File: src/rtl/rc4s_pkg.sv
// Shared types and constants for the small RC4 stream cipher.
`timescale 1ns / 1ps
`default_nettype none

package rc4s_pkg;

  // Permutation size; must stay a power of two so index sums wrap by truncation
  localparam int STATE_SIZE = 8;
  localparam int IDX_W      = $clog2(STATE_SIZE);

  // Key: KEY_LEN nibbles packed in one register
  localparam int KEY_LEN    = 7;
  localparam int NIB_W      = 4;
  localparam int KEY_W      = KEY_LEN * NIB_W;
  localparam int KPOS_W     = (KEY_LEN > 1) ? $clog2(KEY_LEN) : 1;

  // Field widths
  localparam int DATA_W     = 4;

  // Configuration port
  localparam int CFG_ADDR_W = 3;
  localparam int CFG_DATA_W = 32;

  // Register indexes
  localparam int REG_KEY    = 0;

  // Work queue between front and core
  localparam int QDEPTH     = 2;
  localparam int QPTR_W     = (QDEPTH > 1) ? $clog2(QDEPTH) : 1;
  localparam int QCNT_W     = $clog2(QDEPTH + 1);

  // Operation codes for queued work
  localparam logic OP_STREAM = 1'b0;
  localparam logic OP_REKEY  = 1'b1;

  typedef struct packed {
    logic [DATA_W-1:0] data_in;
    logic              first;
  } rc4s_in_t;

  typedef struct packed {
    logic [DATA_W-1:0] data_out;
    logic [IDX_W-1:0]  keystream;
  } rc4s_out_t;

  typedef struct packed {
    logic              op;
    logic [DATA_W-1:0] data;
  } rc4s_item_t;

endpackage

`default_nettype wire

File: src/rtl/rc4s_front.sv
// Input stage: takes beats, tags each as rekey or stream work, pushes to the queue.
`timescale 1ns / 1ps
`default_nettype none

module rc4s_front (
  input  wire logic                 clk,
  input  wire logic                 rst_n,
  input  wire logic                 in_valid,
  output logic                      in_stall,
  input  wire rc4s_pkg::rc4s_in_t   in_data,
  output logic                      q_push,
  output rc4s_pkg::rc4s_item_t      q_item,
  input  wire logic                 q_full
);

  logic                  f_valid_r, f_valid_nxt;
  rc4s_pkg::rc4s_item_t  f_item_r;
  logic                  in_acc;

  // Hold the beat only while the queue is full
  assign in_stall = f_valid_r && q_full;
  assign in_acc   = in_valid && !in_stall;
  assign q_push   = f_valid_r && !q_full;
  assign q_item   = f_item_r;

  always_comb begin
    f_valid_nxt = f_valid_r;
    if (in_acc) begin
      f_valid_nxt = 1'b1;
    end else if (q_push) begin
      f_valid_nxt = 1'b0;
    end
  end

  always_ff @(posedge clk) begin
    if (!rst_n) begin
      f_valid_r <= 1'b0;
    end else begin
      f_valid_r <= f_valid_nxt;
    end
  end

  // Classify: first-of-message beats carry a rekey
  always_ff @(posedge clk) begin
    if (in_acc) begin
      f_item_r.op   <= in_data.first ? rc4s_pkg::OP_REKEY : rc4s_pkg::OP_STREAM;
      f_item_r.data <= in_data.data_in;
    end
  end

endmodule

`default_nettype wire

File: src/rtl/rc4s_queue.sv
// Short FIFO of tagged work between the front stage and the cipher core.
`timescale 1ns / 1ps
`default_nettype none

module rc4s_queue (
  input  wire logic                  clk,
  input  wire logic                  rst_n,
  input  wire logic                  push,
  input  wire rc4s_pkg::rc4s_item_t  push_item,
  output logic                       full,
  input  wire logic                  pop,
  output logic                       q_valid,
  output rc4s_pkg::rc4s_item_t       q_item
);

  rc4s_pkg::rc4s_item_t              slot_r [rc4s_pkg::QDEPTH];
  logic [rc4s_pkg::QPTR_W-1:0]       wr_ptr_r, rd_ptr_r;
  logic [rc4s_pkg::QCNT_W-1:0]       cnt_r, cnt_nxt;
  logic                              do_push, do_pop;

  assign full    = (cnt_r == rc4s_pkg::QCNT_W'(rc4s_pkg::QDEPTH));
  assign q_valid = (cnt_r != '0);
  assign q_item  = slot_r[rd_ptr_r];
  assign do_push = push && !full;
  assign do_pop  = pop && q_valid;

  always_comb begin
    cnt_nxt = cnt_r;
    if (do_push && !do_pop) begin
      cnt_nxt = cnt_r + 1'b1;
    end else if (do_pop && !do_push) begin
      cnt_nxt = cnt_r - 1'b1;
    end
  end

  // Pointers and fill count
  always_ff @(posedge clk) begin
    if (!rst_n) begin
      wr_ptr_r <= '0;
      rd_ptr_r <= '0;
      cnt_r    <= '0;
    end else begin
      cnt_r <= cnt_nxt;
      if (do_push) begin
        wr_ptr_r <= (wr_ptr_r == rc4s_pkg::QPTR_W'(rc4s_pkg::QDEPTH - 1)) ? '0 : wr_ptr_r + 1'b1;
      end
      if (do_pop) begin
        rd_ptr_r <= (rd_ptr_r == rc4s_pkg::QPTR_W'(rc4s_pkg::QDEPTH - 1)) ? '0 : rd_ptr_r + 1'b1;
      end
    end
  end

  always_ff @(posedge clk) begin
    if (do_push) begin
      slot_r[wr_ptr_r] <= push_item;
    end
  end

endmodule

`default_nettype wire

File: src/rtl/rc4s_core.sv
// Cipher core: key schedule and generator sequencer over the permutation memory.
`timescale 1ns / 1ps
`default_nettype none

module rc4s_core (
  input  wire logic                       clk,
  input  wire logic                       rst_n,
  input  wire logic                       q_valid,
  input  wire rc4s_pkg::rc4s_item_t       q_item,
  output logic                            q_pop,
  input  wire logic [rc4s_pkg::KEY_W-1:0] key,
  output logic                            out_valid,
  input  wire logic                       out_stall,
  output rc4s_pkg::rc4s_out_t             out_data
);

  localparam int IW = rc4s_pkg::IDX_W;

  // Sequencer states
  localparam logic [3:0] ST_IDLE = 4'd0;
  localparam logic [3:0] ST_G0   = 4'd1;
  localparam logic [3:0] ST_G1   = 4'd2;
  localparam logic [3:0] ST_G2   = 4'd3;
  localparam logic [3:0] ST_G3   = 4'd4;
  localparam logic [3:0] ST_K0   = 4'd5;
  localparam logic [3:0] ST_K1   = 4'd6;
  localparam logic [3:0] ST_K2   = 4'd7;
  localparam logic [3:0] ST_K3   = 4'd8;

  localparam logic [IW-1:0] IDX_LAST = IW'(rc4s_pkg::STATE_SIZE - 1);
  localparam logic [rc4s_pkg::KPOS_W-1:0] KPOS_LAST =
    rc4s_pkg::KPOS_W'(rc4s_pkg::KEY_LEN - 1);

  logic [3:0]                      state_r, state_nxt;
  logic [IW-1:0]                   gen_r, gen_nxt;
  logic [IW-1:0]                   mix_r, mix_nxt;
  logic [IW-1:0]                   idx_r, idx_nxt;
  logic [IW-1:0]                   jn_r, jn_nxt;
  logic [IW-1:0]                   si_r, si_nxt;
  logic [IW-1:0]                   sj_r, sj_nxt;
  logic [IW-1:0]                   t_r, t_nxt;
  logic [rc4s_pkg::KPOS_W-1:0]     kpos_r, kpos_nxt;
  logic [rc4s_pkg::DATA_W-1:0]     data_r, data_nxt;
  logic                            out_valid_r, out_valid_nxt;
  rc4s_pkg::rc4s_out_t             out_data_r;

  // Permutation memory: one write and one registered read a cycle.
  // Entries not yet written since the last rekey read as their own index.
  logic [IW-1:0]                   perm_mem [rc4s_pkg::STATE_SIZE];
  logic [rc4s_pkg::STATE_SIZE-1:0] vld_r;
  logic [IW-1:0]                   rd_q, rd_addr_q, rd_addr, rd_data;
  logic                            rd_vld_q;
  logic                            we;
  logic [IW-1:0]                   wa, wd;
  logic                            vld_clr;

  logic                            out_free, load_out;
  logic [IW-1:0]                   ks;
  logic [rc4s_pkg::NIB_W-1:0]      key_nib;

  assign rd_data  = rd_vld_q ? rd_q : rd_addr_q;
  assign out_free = !out_valid_r || !out_stall;
  assign q_pop    = (state_r == ST_IDLE) && q_valid && out_free;
  assign key_nib  = key[kpos_r * rc4s_pkg::NIB_W +: rc4s_pkg::NIB_W];

  // Keystream after the swap: forward the two swapped entries
  always_comb begin
    if (t_r == idx_r) begin
      ks = sj_r;
    end else if (t_r == jn_r) begin
      ks = si_r;
    end else begin
      ks = rd_data;
    end
  end

  // Sequencer
  always_comb begin
    state_nxt = state_r;
    gen_nxt   = gen_r;
    mix_nxt   = mix_r;
    idx_nxt   = idx_r;
    jn_nxt    = jn_r;
    si_nxt    = si_r;
    sj_nxt    = sj_r;
    t_nxt     = t_r;
    kpos_nxt  = kpos_r;
    data_nxt  = data_r;
    rd_addr   = idx_r;
    we        = 1'b0;
    wa        = idx_r;
    wd        = rd_data;
    vld_clr   = 1'b0;
    load_out  = 1'b0;
    case (state_r)
      ST_IDLE: begin
        rd_addr = gen_r + 1'b1;
        if (q_pop) begin
          data_nxt = q_item.data;
          if (q_item.op == rc4s_pkg::OP_REKEY) begin
            vld_clr   = 1'b1;
            mix_nxt   = '0;
            idx_nxt   = '0;
            kpos_nxt  = '0;
            state_nxt = ST_K0;
          end else begin
            gen_nxt   = gen_r + 1'b1;
            idx_nxt   = gen_r + 1'b1;
            state_nxt = ST_G1;
          end
        end
      end
      ST_G0: begin
        rd_addr   = idx_r;
        state_nxt = ST_G1;
      end
      ST_G1: begin
        si_nxt    = rd_data;
        jn_nxt    = mix_r + rd_data;
        mix_nxt   = mix_r + rd_data;
        rd_addr   = mix_r + rd_data;
        state_nxt = ST_G2;
      end
      ST_G2: begin
        we        = 1'b1;
        wa        = idx_r;
        wd        = rd_data;
        sj_nxt    = rd_data;
        t_nxt     = si_r + rd_data;
        rd_addr   = si_r + rd_data;
        state_nxt = ST_G3;
      end
      ST_G3: begin
        we        = 1'b1;
        wa        = jn_r;
        wd        = si_r;
        load_out  = 1'b1;
        state_nxt = ST_IDLE;
      end
      ST_K0: begin
        rd_addr   = idx_r;
        state_nxt = ST_K1;
      end
      ST_K1: begin
        si_nxt    = rd_data;
        jn_nxt    = mix_r + rd_data + key_nib[IW-1:0];
        mix_nxt   = mix_r + rd_data + key_nib[IW-1:0];
        rd_addr   = mix_r + rd_data + key_nib[IW-1:0];
        state_nxt = ST_K2;
      end
      ST_K2: begin
        we        = 1'b1;
        wa        = idx_r;
        wd        = rd_data;
        state_nxt = ST_K3;
      end
      ST_K3: begin
        we = 1'b1;
        wa = jn_r;
        wd = si_r;
        if (idx_r == IDX_LAST) begin
          // Schedule done: indices restart, element then runs the generator
          mix_nxt   = '0;
          gen_nxt   = IW'(1);
          idx_nxt   = IW'(1);
          state_nxt = ST_G0;
        end else begin
          idx_nxt   = idx_r + 1'b1;
          kpos_nxt  = (kpos_r == KPOS_LAST) ? '0 : kpos_r + 1'b1;
          state_nxt = ST_K0;
        end
      end
      default: begin
        state_nxt = ST_IDLE;
      end
    endcase
  end

  always_comb begin
    out_valid_nxt = out_valid_r && out_stall;
    if (load_out) begin
      out_valid_nxt = 1'b1;
    end
  end

  // Control state
  always_ff @(posedge clk) begin
    if (!rst_n) begin
      state_r     <= ST_IDLE;
      gen_r       <= '0;
      mix_r       <= '0;
      out_valid_r <= 1'b0;
      vld_r       <= '0;
    end else begin
      state_r     <= state_nxt;
      gen_r       <= gen_nxt;
      mix_r       <= mix_nxt;
      out_valid_r <= out_valid_nxt;
      if (vld_clr) begin
        vld_r <= '0;
      end else if (we) begin
        vld_r[wa] <= 1'b1;
      end
    end
  end

  // Working registers
  always_ff @(posedge clk) begin
    idx_r  <= idx_nxt;
    jn_r   <= jn_nxt;
    si_r   <= si_nxt;
    sj_r   <= sj_nxt;
    t_r    <= t_nxt;
    kpos_r <= kpos_nxt;
    data_r <= data_nxt;
    if (load_out) begin
      out_data_r.data_out  <= data_r ^ rc4s_pkg::DATA_W'(ks);
      out_data_r.keystream <= ks;
    end
  end

  // Memory ports
  always_ff @(posedge clk) begin
    if (we) begin
      perm_mem[wa] <= wd;
    end
    rd_q      <= perm_mem[rd_addr];
    rd_addr_q <= rd_addr;
    rd_vld_q  <= vld_r[rd_addr];
  end

  assign out_valid = out_valid_r;
  assign out_data  = out_data_r;

endmodule

`default_nettype wire

File: src/rtl/small_rc4_stream_cipher.sv
// Top level of the small RC4 stream cipher: register port and stage wiring.
//
// Usage:
//   Input channel (in_valid / in_stall / in_data) carries one 4-bit element
//   per beat; in_data.first marks the first element of a message and makes
//   the block rerun the key schedule and clear both indices first.
//   Result channel (out_valid / out_stall / out_data) returns exactly one
//   beat per input beat, in order: data XOR keystream, and the keystream.
//   Key nibbles sit in the register at byte address 0 of the cfg_ port;
//   a new key is used from the next first-of-message element on.
// Sequencing:
//   An element passes through the generator sequencer states in turn (read, read,
//   swap write, swap write into the single-write permutation memory), and
//   the core takes the next element only once the last one is done. A
//   first-of-message element runs the key schedule over every entry first.
// Reset: the permutation returns to identity, indices and key to zero.
// A stalled receiver holds the result register; the front stage and a
// two-entry queue keep taking input beats until they fill.
`timescale 1ns / 1ps
`default_nettype none

module small_rc4_stream_cipher (
  input  wire logic                             clk,
  input  wire logic                             rst_n,
  input  wire logic                             in_valid,
  output logic                                  in_stall,
  input  wire rc4s_pkg::rc4s_in_t               in_data,
  output logic                                  out_valid,
  input  wire logic                             out_stall,
  output rc4s_pkg::rc4s_out_t                   out_data,
  input  wire logic                             cfg_psel,
  input  wire logic                             cfg_penable,
  input  wire logic                             cfg_pwrite,
  input  wire logic [rc4s_pkg::CFG_ADDR_W-1:0]  cfg_paddr,
  input  wire logic [rc4s_pkg::CFG_DATA_W-1:0]  cfg_pwdata,
  output logic [rc4s_pkg::CFG_DATA_W-1:0]       cfg_prdata,
  output logic                                  cfg_pready
);

  logic [rc4s_pkg::KEY_W-1:0] key_r;
  logic                       cfg_wr;
  logic                       sel_key;
  logic                       push, q_full, q_valid, q_pop;
  rc4s_pkg::rc4s_item_t       push_item, q_item;

  // Register decode: word index from the address above the byte offset
  assign cfg_pready = 1'b1;
  assign sel_key    = (cfg_paddr[rc4s_pkg::CFG_ADDR_W-1:2] ==
                       (rc4s_pkg::CFG_ADDR_W - 2)'(rc4s_pkg::REG_KEY));
  assign cfg_wr     = cfg_psel && cfg_penable && cfg_pwrite && cfg_pready;

  always_ff @(posedge clk) begin
    if (!rst_n) begin
      key_r <= '0;
    end else if (cfg_wr && sel_key) begin
      key_r <= cfg_pwdata[rc4s_pkg::KEY_W-1:0];
    end
  end

  assign cfg_prdata = sel_key ? rc4s_pkg::CFG_DATA_W'(key_r) : '0;

  rc4s_front u_front (
    .clk      (clk),
    .rst_n    (rst_n),
    .in_valid (in_valid),
    .in_stall (in_stall),
    .in_data  (in_data),
    .q_push   (push),
    .q_item   (push_item),
    .q_full   (q_full)
  );

  rc4s_queue u_queue (
    .clk       (clk),
    .rst_n     (rst_n),
    .push      (push),
    .push_item (push_item),
    .full      (q_full),
    .pop       (q_pop),
    .q_valid   (q_valid),
    .q_item    (q_item)
  );

  rc4s_core u_core (
    .clk       (clk),
    .rst_n     (rst_n),
    .q_valid   (q_valid),
    .q_item    (q_item),
    .q_pop     (q_pop),
    .key       (key_r),
    .out_valid (out_valid),
    .out_stall (out_stall),
    .out_data  (out_data)
  );

endmodule

`default_nettype wire

File: config.mk
export PLATFORM = sky130hd
export DESIGN_NAME = small_rc4_stream_cipher
export DESIGN_NICKNAME = d
export VERILOG_FILES = /design/src/rtl/rc4s_pkg.sv /design/src/rtl/rc4s_front.sv /design/src/rtl/rc4s_queue.sv /design/src/rtl/rc4s_core.sv /design/src/rtl/small_rc4_stream_cipher.sv
export SDC_FILE = /design/constraint.sdc
export NUM_CORES = 1
export LEC_CHECK = 0
export BUFFER_PORTS_ARGS = -buffer_cell sky130_fd_sc_hd__buf_2
export CORE_MARGIN = 2
export CORE_UTILIZATION = 57
export CTS_CLUSTER_SIZE = 28
export DETAILED_ROUTE_END_ITERATION = 10
export GPL_TIMING_DRIVEN = 0
export PLACE_DENSITY = 0.82
export SKIP_CTS_REPAIR_TIMING = 1
export SLEW_MARGIN = 0
export SYNTH_ARGS = -nofsm -noshare
export SYNTH_HDL_FRONTEND = slang
export SYNTH_SLANG_ARGS = --single-unit
File: constraint.sdc
create_clock -name clk -period 3.76 [get_ports clk]
set_input_delay 0.94 -clock clk [delete_from_list [all_inputs] [get_ports clk]]
set_output_delay 0.94 -clock clk [all_outputs]
set_load 0.005 [all_outputs]
* Word level (Yosys, flattened, before mapping)
Memories as Yosys holds them, arrays and structs flattened. A register that Yosys moved wholly into a read port is not among the register bits.
Index checks and enable logic that the tools add are counted.
** Cells by class
- $add $sub $neg :: 10
- Order comparisons :: 3
- Equal/unequal tests :: 18
- Shift-type cells :: 1
- Multiplexer cells :: 50
- Bitwise operators :: 4
- Reductions and logical operators :: 37
** Operator list (number)
- 2-to-1 mux 3 bit :: 18
- case mux 4 bit (8 select lines) :: 1
- 2-to-1 mux 28 bit :: 1
- variable part select 28 x 6 -> 3 bit :: 1
- case mux 3 bit (2 select lines) :: 4
- case mux 3 bit (4 select lines) :: 2
- 2-to-1 mux 1 bit :: 19
- equality test 4 x 3 -> 1 bit, second input constant :: 4
- logical AND 1 bit :: 14
- AND reduction 4 bit :: 3
- nonzero test 2 bit :: 5
- adder 3 x 1 -> 3 bit, second input constant :: 3
- adder 3 bit :: 3
- equality test 4 x 2 -> 1 bit, second input constant :: 2
- less-than comparator 3 x 4 -> 1 bit, second input constant :: 2
- != test 2 bit, second input constant :: 4
- bitwise OR 8 bit :: 1
- equality test 3 bit :: 2
- equality test 3 bit, second input constant :: 2
- logical NOT 1 bit :: 6
- OR reduction 2 bit :: 3
- equality test 4 x 1 -> 1 bit, second input constant :: 1
- equality test 4 bit, second input constant :: 1
- logical NOT 4 bit :: 1
- other kinds (16) :: 20
** Word-level totals
- Flip-flop bits (word level) :: 90
- Memory bits (writable) :: 34
- Input bits :: 47
- Output and inout port bits :: 42
- Logic and storage cells :: 148
- Memories kept :: 2
** Memories
- u_core.perm_mem :: words 8, bits a word 3, rd ports 1, clocked after memory_dff 1, wr ports 1, line rc4s_core.sv:49 : logic [IW-1:0] perm_mem [rc4s_pkg::STATE_SIZE];
- u_queue.slot_r :: words 2, bits a word 5, rd ports 1, clocked after memory_dff 1, wr ports 1, line rc4s_queue.sv:16 : rc4s_pkg::rc4s_item_t slot_r [rc4s_pkg::QDEPTH];

* Longest topological paths before layout
Gate-level depths: netlist of the first run.
- Depth after elaboration :: 8
- Gate-level depth with buffers :: 15
- Depth with buffers taken out :: 13

* By module
A second synthesis of the first run with hierarchy kept.
** Unflattened totals
- Cells, all modules :: 560
- Area total of the unflattened synthesis :: 6185.9 um^2
** By module, submodules not included
- rc4s_core :: times used 1, cells an instance 349, area each 4025.1 um^2, seq. area each 2112.0 um^2
- small_rc4_stream_cipher :: times used 1, cells an instance 160, area each 1373.8 um^2, seq. area each 560.5 um^2
- rc4s_queue :: times used 1, cells an instance 41, area each 586.8 um^2, seq. area each 400.4 um^2
- rc4s_front :: times used 1, cells an instance 10, area each 200.2 um^2, seq. area each 170.2 um^2

* Least setup slack after synthesis of the first run
Ideal clock, no wire load.
- Path type :: reg2reg
- From :: register u_core.rd_vld_q
- To :: register u_core.rd_q[0] (read register of u_core.perm_mem)
- Setup time :: 0.128 ns
- Arrival time :: 3.210 ns
- Data required time :: 3.632 ns
- Path slack :: 0.422 ns
- Cell stages (with the launch flop) :: 13
- Path buffers :: 1
- Clock period less this slack :: 3.338 ns
- Cells stage by stage :: dfxtp_1 -> mux2_2 -> ha_1 -> fa_1 -> inv_1 -> fa_1 -> nor2b_1 -> o21ai_1 -> o31a_1 -> clkbuf_1 -> a21boi_0 -> o32ai_1 -> mux2i_1
** Between the ends
- Cells in the longest elaborated chain, start to end :: 4
- Elaborated cells on any way between the ends :: 5
- Classes of those cells :: 3 x add/sub; 2 x mux
** Ends and longest elaborated chain
- from (decl) :: line rc4s_core.sv:52 : logic rd_vld_q;
- from (signal assigned) :: line rc4s_core.sv:229 : rd_vld_q <= vld_r[rd_addr];
- 2-to-1 mux 3 bit * :: line rc4s_core.sv:61 : assign rd_data = rd_vld_q ? rd_q : rd_addr_q;
- net u_core.rd_data[0] :: line rc4s_core.sv:51 : logic [IW-1:0] rd_q, rd_addr_q, rd_addr, rd_data;
- adder 3 bit :: line rc4s_core.sv:121, rc4s_core.sv:148
- adder 3 bit :: line rc4s_core.sv:148 : rd_addr = mix_r + rd_data + key_nib[IW-1:0];
- case mux 3 bit (4 select lines) * :: line rc4s_core.sv:95 : case (state_r)
- to (decl) :: line rc4s_core.sv:51
Mark *: on every way through the listed nets, which the timed path passes. The rest lies on a longest branch.
A chain may end at the register's enable or synchronous reset.

* Worst setup path in the final report of the first run
- From :: register u_core.rd_vld_q
- To :: register u_core.rd_vld_q
** Between the ends
- Cells in the longest elaborated chain, start to end :: 6
- Elaborated cells on any way between the ends :: 7
- Classes of those cells :: 3 x add/sub; 4 x mux
** Ends and longest elaborated chain (line)
- 2-to-1 mux 3 bit * :: rc4s_core.sv:61
- net u_core.rd_data[0] :: rc4s_core.sv:51
- adder 3 bit :: rc4s_core.sv:121, rc4s_core.sv:148
- adder 3 bit :: rc4s_core.sv:148
- case mux 3 bit (4 select lines) * :: rc4s_core.sv:95
- binary-select mux 1 bit (select 3 bit) * :: rc4s_core.sv:229
- 2-to-1 mux 1 bit (not written as such) * :: rc4s_core.sv:229
Mark *: on every way through the listed nets, which the timed path passes. The rest lies on a longest branch. The select of a mux whose other input is x is not followed.

==> metrics.csv, run 1 <==
stage,metric,value,unit
global_route,met3_usage,6.193,%
finish,final_cell_mix,"82 x buf_2, 81 x nand2_1, 68 x edfxtp_1, 59 x dfxtp_1, 50 x a21oi_1",
power_and_ir_drop,pwr-share-seq,34.6,%
sta,fin_setup_tns,0,ns
power_and_ir_drop,power.share.switching,35.16,%
synth,synth_cells,568,
global_route,grt.met1_usage,31.73,%
sta,tightest_slew,0.9616,ns
place,hpwlAfterDp,9.658,mm
synth,synth-edff-count,68,
clocking,clockBufferDepth,2,
die,die_area,0.01131,mm^2
synth,synth_flop_cell,edfxtp_1,
sta,finalCriticalPeriod,3.602,ns
synth,synth_seq_area_share,54.34,%
synth,ys_types,60,
finish,utilization,69.94,%
sta,layout_worst_path_cycle_share,95.80,%
global_route,grt_max_degree,17,
finish,final_nets,727,
sta,rsz0062_at_grt,false,
worst_setup_path,reg2reg_depth,12,
sta,slew_headroom,35.40,%
die,die-width,106.3,um
place,place.gp.congestion,0.9093,
status,outcome,completed,
drt,vias_per_cell,5.731,
finish,area_growth,19.90,%
synth,avgSynthCellArea,10.51,um^2
worst_setup_path,critical_path.top_delay_family,adder cells,
sta,whs,0.4162,ns
job,max_cap_violations,0,
worst_setup_path,path_buf_inv,2,
place,io_buffers,77,
worst_hold_path,min_to,u_core.out_data[6],
synth,ys_warn_count,0,
global_route,antenna_found_initial,0,
power_and_ir_drop,peakVddDrop,0.3772,mV
finish,n_fill_cell,753,
drt,drt_pass1_iterations,7,
clocking,clock_sinks,128,
global_route,grt_pass1_wl,22.14,mm
worst_hold_path,holdPathStages,0,
die,rows,37,
worst_setup_path,path_max_fanout,10,
power_and_ir_drop,power_density,800.9,mW/mm^2
die,fp.dieH,106.3,um
global_route,grt.busiest_layer,met2,
place,place_area,0.006535,mm^2
sta,max_freq,0.2776,GHz
worst_setup_path,cp_common_cell,fa_1,
clocking,clock-root-buffer,clkbuf_8,
die,io_pins,89,
finish,final_area,0.007156,mm^2
place,dp_cells,784,
sta,finalSetupViolCount,0,
sta,worst_clock_skew,0.008044,ns
worst_setup_path,start_kind,flop,
finish,antenna_cells,0,
drt,ant_nets,0,
power_and_ir_drop,leakage,2.837,nW
finish,layoutNonFillerInstCount,817,
worst_hold_path,hp-start,u_core.data_r[3],
power_and_ir_drop,pwr-share-comb,37.7,%
worst_setup_path,reg2reg_to,u_core.rd_vld_q,
power_and_ir_drop,p_clk_share,27.7,%
clocking,ctsHtreeMaxLevel,4,
die,start_util,58.33,%
drt,wl_per_cell,16.73,um
drt,drc_errors,0,
worst_hold_path,hold_path.class,flop to flop,
synth,syn_area,0.005968,mm^2
worst_setup_path,required,4.15,ns
finish,layout_commonest_cell,buf_2,
power_and_ir_drop,p_int,3.716,mW
clocking,cts_tree,yes,
drt,initialDrtViolationCount,395,
synth,ys_async_sr_fraction,0,%
power_and_ir_drop,switchingPower,2.015,mW
sta,hold_violations,0,
worst_setup_path,reg2reg_setup_slack,0.16,ns
worst_setup_path,crit_path_end_kind,flop,
clocking,clk-insertion-delay-late,0.53,ns
drt,wl,13.67,mm
global_route,gr-usage-met2,41.99,%
clocking,worst_setup_hold_path_clk_slew,0.06,ns
finish,drive_gt1_share,21.15,%
clocking,cts_made_buffers,17,
global_route,gr-total-overflow,0,
worst_setup_path,r2r-start,u_core.rd_vld_q,
sta,finalMaxSlewViolations,0,
worst_setup_path,slowest_delay,0.56,ns
worst_setup_path,critPathKind,flop to flop,
global_route,grt_pass1_vias,4572,
worst_setup_path,crit_path_top_delay_cell,fa_1,
synth,ys_ff_latch,128,
worst_setup_path,worstPathArrival,3.99,ns
worst_setup_path,path_cells,mux2_4 -> ha_1 -> fa_1 -> inv_1 -> fa_1 -> nor2b_1 -> o21ai_2 -> o31a_1 -> buf_6 -> a21boi_0 -> o32ai_1 -> mux2i_1,
global_route,track_usage,25.47,%
die,coreArea,0.01023,mm^2
drt,route.vias.total,4682,
routing by layer:
| metal | share of wire, % | wire [um] |
|---|---|---|
| met1 | 41 | 5573 |
| met2 | 49 | 6672 |
| met3 | 8.1 | 1105 |
| met4 | 2.3 | 316 |
| met5 | 0 | 0 |
synth_stat cells, types with 3 or more instances:
cell type,count,area [um^2]
nand2_1,81,304.0
edfxtp_1,68,2042
dfxtp_1,60,1201
a21oi_1,50,250.2
nor2_1,40,150.1
nor2b_1,35,219.0
clkbuf_1,19,71.32
a21boi_0,16,120.1
inv_1,15,56.30
mux2i_1,13,130.1
o21ai_0,12,60.06
xor2_1,11,96.34
and3_1,10,62.56
mux2_2,10,112.6
o21a_1,10,75.07
ha_1,9,112.6
xnor2_1,9,78.83
a32o_1,8,80.08
nand3_1,8,40.04
o32ai_1,8,70.07
a31oi_1,6,37.54
buf_4,6,45.04
buf_2,5,25.02
nor3_1,5,25.02
buf_1,3,11.26
fa_1,3,60.06
nand2b_1,3,18.77
nand4_1,3,18.77
o31ai_1,3,22.52
worst register-to-register path: cells and delay by family (launching register included):
kind	cells	cell delay, ns
fa+ha+maj	3	1.30
compound gates	4	0.90
mux	2	0.52
flops	1	0.39
buf+inv	2	0.26
simple gates	1	0.06
registers in the layout, indices dropped and copies added, names as in the netlist, 2 cells and up, named ones only:
register	flops
u_core.gen_r	3
u_core.data_r	4
u_core.t_r	3
u_core.out_data	7
u_core.perm_mem	24
u_core.kpos_r	3
u_core.si_r	3
key_r	28
u_core.state_r	4
u_core.idx_r	3
u_front.q_item	5
u_core.vld_r	8
u_core.sj_r	3
u_queue.cnt_r	2
u_core.mix_r	3
u_core.rd_q	3
u_core.jn_r	3
u_queue.slot_r	10
u_core.rd_addr_q	3
through the flow:
| step | power (mW) | setup slack [ns] |
|---|---|---|
| after floorplan | 3.458 | 0.4217 |
| after global placement | 3.923 | -0.05725 |
| after detailed placement | 4.022 | -0.2625 |
| after CTS | 5.613 | -0.2734 |
| after global routing | 6.025 | 0.009643 |
| final | 5.731 | 0.1578 |
worst max path at each step:
stage,from,end,cells after the start
global route,u_core.rd_vld_q,u_core.rd_vld_q,12
CTS,u_core.rd_vld_q,u_core.rd_q[1],12
finish,u_core.rd_vld_q,u_core.rd_vld_q,12
detailed placement,u_core.rd_vld_q,u_core.rd_q[1],12
global placement,u_core.rd_vld_q,u_core.rd_q[2],12
floorplan,u_core.rd_vld_q,u_core.rd_q[0],12
power groups by stage:
stage          registers (mW)  clock network (mW)  logic, mW
2_1_floorplan            1.97                   0       1.48
3_3_place_gp             1.99                   0       1.93
3_5_place_dp             2.01                   0       2.01
4_1_cts                  1.98                1.60       2.04
5_1_grt                  2.00                1.67       2.36
6_report                 1.98                1.59       2.16
layout make-up:
type	instances	area (um^2)	share of cell area, %
Inverter	19	71.32	0.9967
Sequential cell	128	3244	45.34
Tap cell	136	170.2	2.378
Clock inverter	13	145.1	2.028
Multi-Input combinational cell	389	2512	35.11
Clock buffer	19	421.7	5.893
Timing Repair Buffer	78	392.9	5.490
Buffer	35	197.7	2.763
cells by family (layout without fill, tap and decap cells):
kind of cell             Yosys count  after routing  synth area share [%]
adder cells (fa/ha/maj)           13             13                 3.082
AND/OR/NAND/NOR                  196            196                 15.56
XOR/XNOR                          21             21                 3.333
flip-flops                       128            128                 54.34
multiplexers                      27             27                 5.451
buffers and inverters             54            164                 4.130
AO/OA/AOI/OAI                    127            127                 13.98
other                              2              5                0.1258
No activity file was read; power rests on OpenSTA's default activity.
==> inputs of run 2 (changes only) <==
--- a/config.mk
+++ b/config.mk
@@ -11,7 +11,8 @@
 export CTS_CLUSTER_SIZE = 28
 export DETAILED_ROUTE_END_ITERATION = 10
 export GPL_TIMING_DRIVEN = 0
-export PLACE_DENSITY = 0.82
+export PLACE_DENSITY = 0.8
+export RECOVER_POWER = 25
 export SKIP_CTS_REPAIR_TIMING = 1
 export SLEW_MARGIN = 0
 export SYNTH_ARGS = -nofsm -noshare
==> run 2 against run 1 <==
Net effect: fmax increased by 1.1%; first-iteration DRC count increased by 11%; clock skew increased by 0.0036 ns; worst setup slack improved by 0.039 ns; worst hold slack improved by 0.0020 ns; global-route usage increased by 0.25 points; routed wire length increased by 0.99%; cell area increased by 0.80%.
==> metrics.csv, run 2 (synthesized netlist as in run 1, its figures left out) <==
stage,metric,value,unit,change
finish,layout_commonest_cell,nand2_1,,
sta,setup_ws,0.1970,ns,+0.03920 ns
drt,drc_errors,0,,unchanged
die,die_area,0.01131,mm^2,unchanged
place,hpwlAfterDp,9.543,mm,-1.2%
worst_setup_path,reg2reg_setup_slack,0.20,ns,+0.04 ns
global_route,grt_pass1_wl,22.31,mm,+0.78%
sta,max_freq,0.2807,GHz,+1.1%
clocking,clock-root-buffer,clkbuf_8,,
clocking,cts_made_buffers,17,,unchanged
worst_setup_path,crit_path_top_delay_cell,fa_1,,
worst_setup_path,reg2reg_depth,12,,unchanged
drt,vias_per_cell,5.750,,+0.34%
drt,wl_per_cell,16.83,um,+0.62%
clocking,cts_tree,yes,,
sta,tightest_slew,0.8892,ns,-0.07237 ns
clocking,clk-insertion-delay-late,0.52,ns,about the same
sta,finalSetupViolCount,0,,unchanged
worst_setup_path,critPathKind,flop to flop,,
clocking,worst_setup_hold_path_clk_slew,0.06,ns,about the same
place,preCtsSetupSlack,-0.1929,ns,+0.06956 ns
worst_setup_path,worstPathArrival,3.96,ns,-0.03 ns
finish,area_growth,20.86,%,
worst_setup_path,start_kind,flop,,
power_and_ir_drop,peakVddDrop,0.3746,mV,-0.69%
worst_setup_path,crit_path_end_kind,flop,,
finish,antenna_cells,0,,unchanged
sta,fin_setup_tns,0,ns,unchanged
clocking,clockBufferDepth,2,,unchanged
worst_setup_path,slowest_delay,0.55,ns,about the same
sta,finalCriticalPeriod,3.563,ns,-0.03920 ns
clocking,ctsHtreeMaxLevel,4,,unchanged
drt,ant_nets,0,,unchanged
job,max_cap_violations,0,,unchanged
finish,drive_gt1_share,20.76,%,-0.39 points
power_and_ir_drop,leakage,2.853,nW,+0.55%
worst_setup_path,path_cells,mux2_4 -> ha_2 -> fa_1 -> inv_1 -> fa_1 -> nor2b_1 -> o21ai_1 -> o31a_1 -> buf_4 -> a21boi_0 -> o32ai_2 -> mux2i_1,,
finish,n_fill_cell,725,,-3.7%
die,coreArea,0.01023,mm^2,unchanged
worst_setup_path,path_max_fanout,10,,unchanged
sta,layout_worst_path_cycle_share,94.76,%,-1.0 points
finish,largest-register,key_r,,
worst_setup_path,crit_end,u_core.rd_q[1],,
drt,route.vias.total,4715,,+0.70%
sta,rsz0062_at_grt,false,,
power_and_ir_drop,power,5.922,mW,+3.3%
die,io_pins,89,,unchanged
worst_hold_path,hold_path.class,flop to flop,,
place,io_buffers,77,,unchanged
drt,drt_pass1_iterations,5,,-2
finish,largest_reg_flops,28,,unchanged
global_route,track_usage,25.72,%,+0.25 points
worst_setup_path,cp_common_cell,fa_1,,
worst_setup_path,reg2reg_to,u_core.rd_q[1],,
global_route,antenna_found_initial,0,,unchanged
global_route,grt_max_degree,17,,unchanged
place,place.gp.congestion,0.9267,,+1.9%
worst_setup_path,cp-startpoint,u_core.rd_vld_q,,
finish,layoutNonFillerInstCount,820,,+0.37%
drt,initialDrtViolationCount,439,,+11%
worst_setup_path,cp.depth,12,,unchanged
status,outcome,completed,,
worst_setup_path,critical_path.top_delay_family,adder cells,,
finish,largestRegisters,"key_r x28, u_core.perm_mem x24, u_queue.slot_r x10",,
worst_setup_path,r2r-start,u_core.rd_vld_q,,
worst_setup_path,required,4.16,ns,about the same
sta,finalMaxSlewViolations,0,,unchanged
power_and_ir_drop,power_density,821.0,mW/mm^2,+2.5%
finish,final_nets,730,,+0.41%
drt,wl,13.80,mm,+0.99%
clocking,clock_sinks,128,,unchanged
finish,final_cell_mix,"81 x nand2_1, 79 x buf_2, 68 x edfxtp_1, 59 x dfxtp_1, 50 x a21oi_1",,
global_route,grt_pass1_vias,4649,,+1.7%
die,fp.dieH,106.3,um,unchanged
global_route,gr-total-overflow,0,,unchanged
die,die-width,106.3,um,unchanged
worst_setup_path,path_buf_inv,2,,unchanged
sta,slew_headroom,40.26,%,+4.9 points
die,start_util,58.33,%,unchanged
place,dp_cells,784,,unchanged
sta,worst_clock_skew,0.01161,ns,+0.003564 ns
die,rows,37,,unchanged
sta,hold_violations,0,,unchanged
==> run 2: power by group <==
group          total (mW)  leakage (nW)  switching, mW  internal, mW
registers            1.98          1.11          0.131          1.85
clock network        1.75         0.304          0.608          1.15
logic                2.18          1.43           1.32         0.868
==> run 2: area by class of cell <==
type | instances | area [um^2] | share of cell area [%]
Sequential cell | 128 | 3247 | 45.01
Buffer | 35 | 188.9 | 2.619
Clock inverter | 13 | 210.2 | 2.914
Multi-Input combinational cell | 389 | 2499 | 34.64
Clock buffer | 19 | 421.7 | 5.846
Tap cell | 136 | 170.2 | 2.359
Inverter | 19 | 71.32 | 0.9887
Timing Repair Buffer | 81 | 405.4 | 5.620
==> run 2: layer usage <==
layer	GRT usage, %	wire, um	vias to the layer above
met5	0	0	-
met4	13.06	496	0
met3	6.376	1196	49
met2	41.76	6571	264
met1	31.99	5538	2169
li1	-	-	2233
==> run 2: how the worst min path moves through the flow <==
stage,end,depth (start not counted),from,slack [ns]
final,u_core.out_data[6],0,u_core.data_r[3],0.42
after global routing,u_core.out_data[6],0,u_core.data_r[3],0.45
after CTS,u_core.out_data[6],0,u_core.data_r[3],0.42
after detailed placement,u_core.out_data[6],0,u_core.data_r[3],0.40
after global placement,u_core.out_data[6],0,u_core.data_r[3],0.40
after floorplan,u_core.out_data[6],0,u_core.data_r[3],0.40
==> run 2: through the flow <==
| stage | hold WS, ns | util [%] | instance area [um^2] |
|---|---|---|---|
| 2_1_floorplan | 0.4003 | - | 5979 |
| 3_3_place_gp | 0.4030 | 63.87 | 6535 |
| 3_5_place_dp | 0.4045 | 63.87 | 6535 |
| 4_1_cts | 0.4183 | 70.05 | 7167 |
| 5_1_grt | 0.4461 | 70.50 | 7213 |
| 6_report | 0.4182 | 70.50 | 7213 |
==> inputs of run 3 (changes only) <==
--- a/config.mk
+++ b/config.mk
@@ -12,7 +12,7 @@
 export DETAILED_ROUTE_END_ITERATION = 10
 export GPL_TIMING_DRIVEN = 0
 export PLACE_DENSITY = 0.8
-export RECOVER_POWER = 25
+export RECOVER_POWER = 50
 export SKIP_CTS_REPAIR_TIMING = 1
 export SLEW_MARGIN = 0
 export SYNTH_ARGS = -nofsm -noshare
==> run 3 against run 2 <==
Net effect: sequential power about the same; register-to-register slack is essentially flat; worst hold slack is essentially flat; via count hardly changed; critical path depth did not move; fmax is essentially flat; clock power about the same; combinational power is essentially flat; global-route usage unchanged; non-clock buffer count stayed put.
==> metrics.csv, run 3 (synthesized netlist as in run 1, its figures left out) <==
stage,metric,value,unit,change
status,outcome,completed,,
finish,final_area,0.007206,mm^2,-0.10%
drt,wl_per_cell,16.83,um,about the same
place,preCtsSetupSlack,-0.1929,ns,unchanged
finish,largest-register,key_r,,
finish,largest_reg_flops,28,,unchanged
worst_setup_path,required,4.16,ns,about the same
global_route,grt_pass1_vias,4649,,unchanged
finish,final_cell_mix,"81 x nand2_1, 77 x buf_2, 68 x edfxtp_1, 59 x dfxtp_1, 50 x a21oi_1",,
worst_setup_path,reg2reg_to,u_core.rd_q[1],,
worst_setup_path,path_max_fanout,10,,unchanged
sta,finalSetupViolCount,0,,unchanged
power_and_ir_drop,pwr-share-seq,33.5,%,about the same
die,fp.dieH,106.3,um,unchanged
drt,route.vias.total,4719,,+0.085%
sta,hold_violations,0,,unchanged
global_route,track_usage,25.72,%,unchanged
clocking,clk-insertion-delay-late,0.52,ns,about the same
finish,layout_commonest_cell,nand2_1,,
worst_setup_path,crit_end,u_core.rd_q[1],,
drt,drc_errors,0,,unchanged
global_route,grt_pass1_wl,22.31,mm,unchanged
finish,utilization,70.43,%,-0.073 points
clocking,clock_sinks,128,,unchanged
sta,max_freq,0.2808,GHz,about the same
place,place_area,0.006535,mm^2,unchanged
global_route,antenna_found_initial,0,,unchanged
drt,vias_per_cell,5.755,,about the same
finish,final_nets,730,,unchanged
worst_setup_path,start_kind,flop,,
die,die_area,0.01131,mm^2,unchanged
die,start_util,58.33,%,unchanged
power_and_ir_drop,p_clk_share,29.6,%,about the same
die,io_pins,89,,unchanged
drt,routedLengthMet1,5.497,mm,-0.74%
sta,slew_headroom,35.60,%,-4.7 points
place,hpwlAfterDp,9.543,mm,unchanged
worst_setup_path,crit_path_end_kind,flop,,
worst_setup_path,reg2reg_setup_slack,0.20,ns,about the same
worst_hold_path,hold_path.class,flop to flop,,
die,die-width,106.3,um,unchanged
worst_setup_path,worstPathArrival,3.96,ns,about the same
worst_setup_path,critPathKind,flop to flop,,
drt,wl,13.80,mm,about the same
sta,worst_clock_skew,0.01104,ns,-0.0005632 ns
clocking,cts_tree,yes,,
clocking,worst_setup_hold_path_clk_slew,0.06,ns,about the same
drt,top_layer,met4,,
sta,finalCriticalPeriod,3.561,ns,-0.001733 ns
clocking,clockBufferDepth,2,,unchanged
sta,tightest_slew,0.9586,ns,+0.06935 ns
clocking,cts_made_buffers,17,,unchanged
drt,wl_met2,6.589,mm,+0.27%
sta,finalMaxSlewViolations,0,,unchanged
sta,layout_worst_path_cycle_share,94.71,%,about the same
power_and_ir_drop,power_density,821.0,mW/mm^2,about the same
sta,rsz0062_at_grt,false,,
die,rows,37,,unchanged
place,place.gp.congestion,0.9267,,unchanged
sta,whs,0.4182,ns,+0.00005400 ns
worst_setup_path,reg2reg_depth,12,,unchanged
die,coreArea,0.01023,mm^2,unchanged
global_route,grt_max_degree,17,,unchanged
place,io_buffers,77,,unchanged
worst_setup_path,cp-startpoint,u_core.rd_vld_q,,
power_and_ir_drop,peakVddDrop,0.3769,mV,+0.62%
worst_setup_path,r2r-start,u_core.rd_vld_q,,
finish,drive_gt1_share,20.32,%,-0.44 points
finish,area_growth,20.73,%,
power_and_ir_drop,leakage,2.843,nW,-0.32%
power_and_ir_drop,switchingPower,2.054,mW,about the same
power_and_ir_drop,pwr-share-comb,36.8,%,about the same
worst_hold_path,holdPathStages,0,,unchanged
drt,wl_met3,1.224,mm,+2.3%
power_and_ir_drop,power.share.switching,34.71,%,about the same
drt,ant_nets,0,,unchanged
sta,setup_ws,0.1987,ns,+0.001733 ns
finish,largestRegisters,"key_r x28, u_core.perm_mem x24, u_queue.slot_r x10",,
drt,initialDrtViolationCount,466,,+6.2%
global_route,gr-total-overflow,0,,unchanged
job,max_cap_violations,0,,unchanged
power_and_ir_drop,p_int,3.862,mW,-0.14%
clocking,clock-root-buffer,clkbuf_8,,
drt,drt_pass1_iterations,6,,+1
finish,antenna_cells,0,,unchanged
clocking,ctsHtreeMaxLevel,4,,unchanged
sta,fin_setup_tns,0,ns,unchanged
## run 3: changes by cell type in the layout (fill, tap and decap cells not counted), sizes merged
cell,before,now
buf,93,89
clkbuf,42,46
## run 3: worst min path at each step
stage                                 from  slack (ns)            endpoint
after floorplan           u_core.data_r[3]        0.40  u_core.out_data[6]
after global placement    u_core.data_r[3]        0.40  u_core.out_data[6]
after detailed placement  u_core.data_r[3]        0.40  u_core.out_data[6]
after global routing      u_core.data_r[3]        0.45  u_core.out_data[6]
final                     u_core.data_r[3]        0.42  u_core.out_data[6]
after CTS                 u_core.data_r[3]        0.42  u_core.out_data[6]
## run 3: layer usage
layer  track usage (%)  vias up
met5                 0        -
li1                  -     2233
met1             31.99     2184
met4             13.06        0
met2             41.76      259
met3             6.376       43
## run 3: cell type report
type                            instances  area, um^2
Clock buffer                           19       421.7
Timing Repair Buffer                   81       404.1
Multi-Input combinational cell        389        2494
Sequential cell                       128        3247
Buffer                                 35       187.7
Inverter                               19       71.32
Fill cell                             727        3025
Clock inverter                         13       210.2
Tap cell                              136       170.2
## run 3: power by group through the flow
| stage | logic (mW) | clock network (mW) | registers (mW) |
|---|---|---|---|
| final | 2.18 | 1.75 | 1.98 |
| after global routing | 2.36 | 1.83 | 2.01 |
| after CTS | 2.05 | 1.77 | 1.99 |
| after detailed placement | 2.01 | 0 | 2.01 |
| after global placement | 1.93 | 0 | 1.99 |
| after floorplan | 1.48 | 0 | 1.97 |
## run 3: per-stage QoR
stage | power [mW] | cells
2_1_floorplan | 3.458 | 571
3_3_place_gp | 3.929 | 784
3_5_place_dp | 4.021 | 784
4_1_cts | 5.800 | 816
5_1_grt | 6.204 | 820
6_report | 5.916 | 820
## run 3: worst max-delay path, stage by stage, from the launching register on
cell,delay (ns)
dfxtp_4,0.36
mux2_4,0.34
ha_2,0.21
fa_1,0.55
inv_1,0.07
fa_1,0.55
nor2b_1,0.05
o21ai_1,0.17
o31a_1,0.37
buf_4,0.24
a21boi_0,0.11
o32ai_2,0.31
mux2i_1,0.11
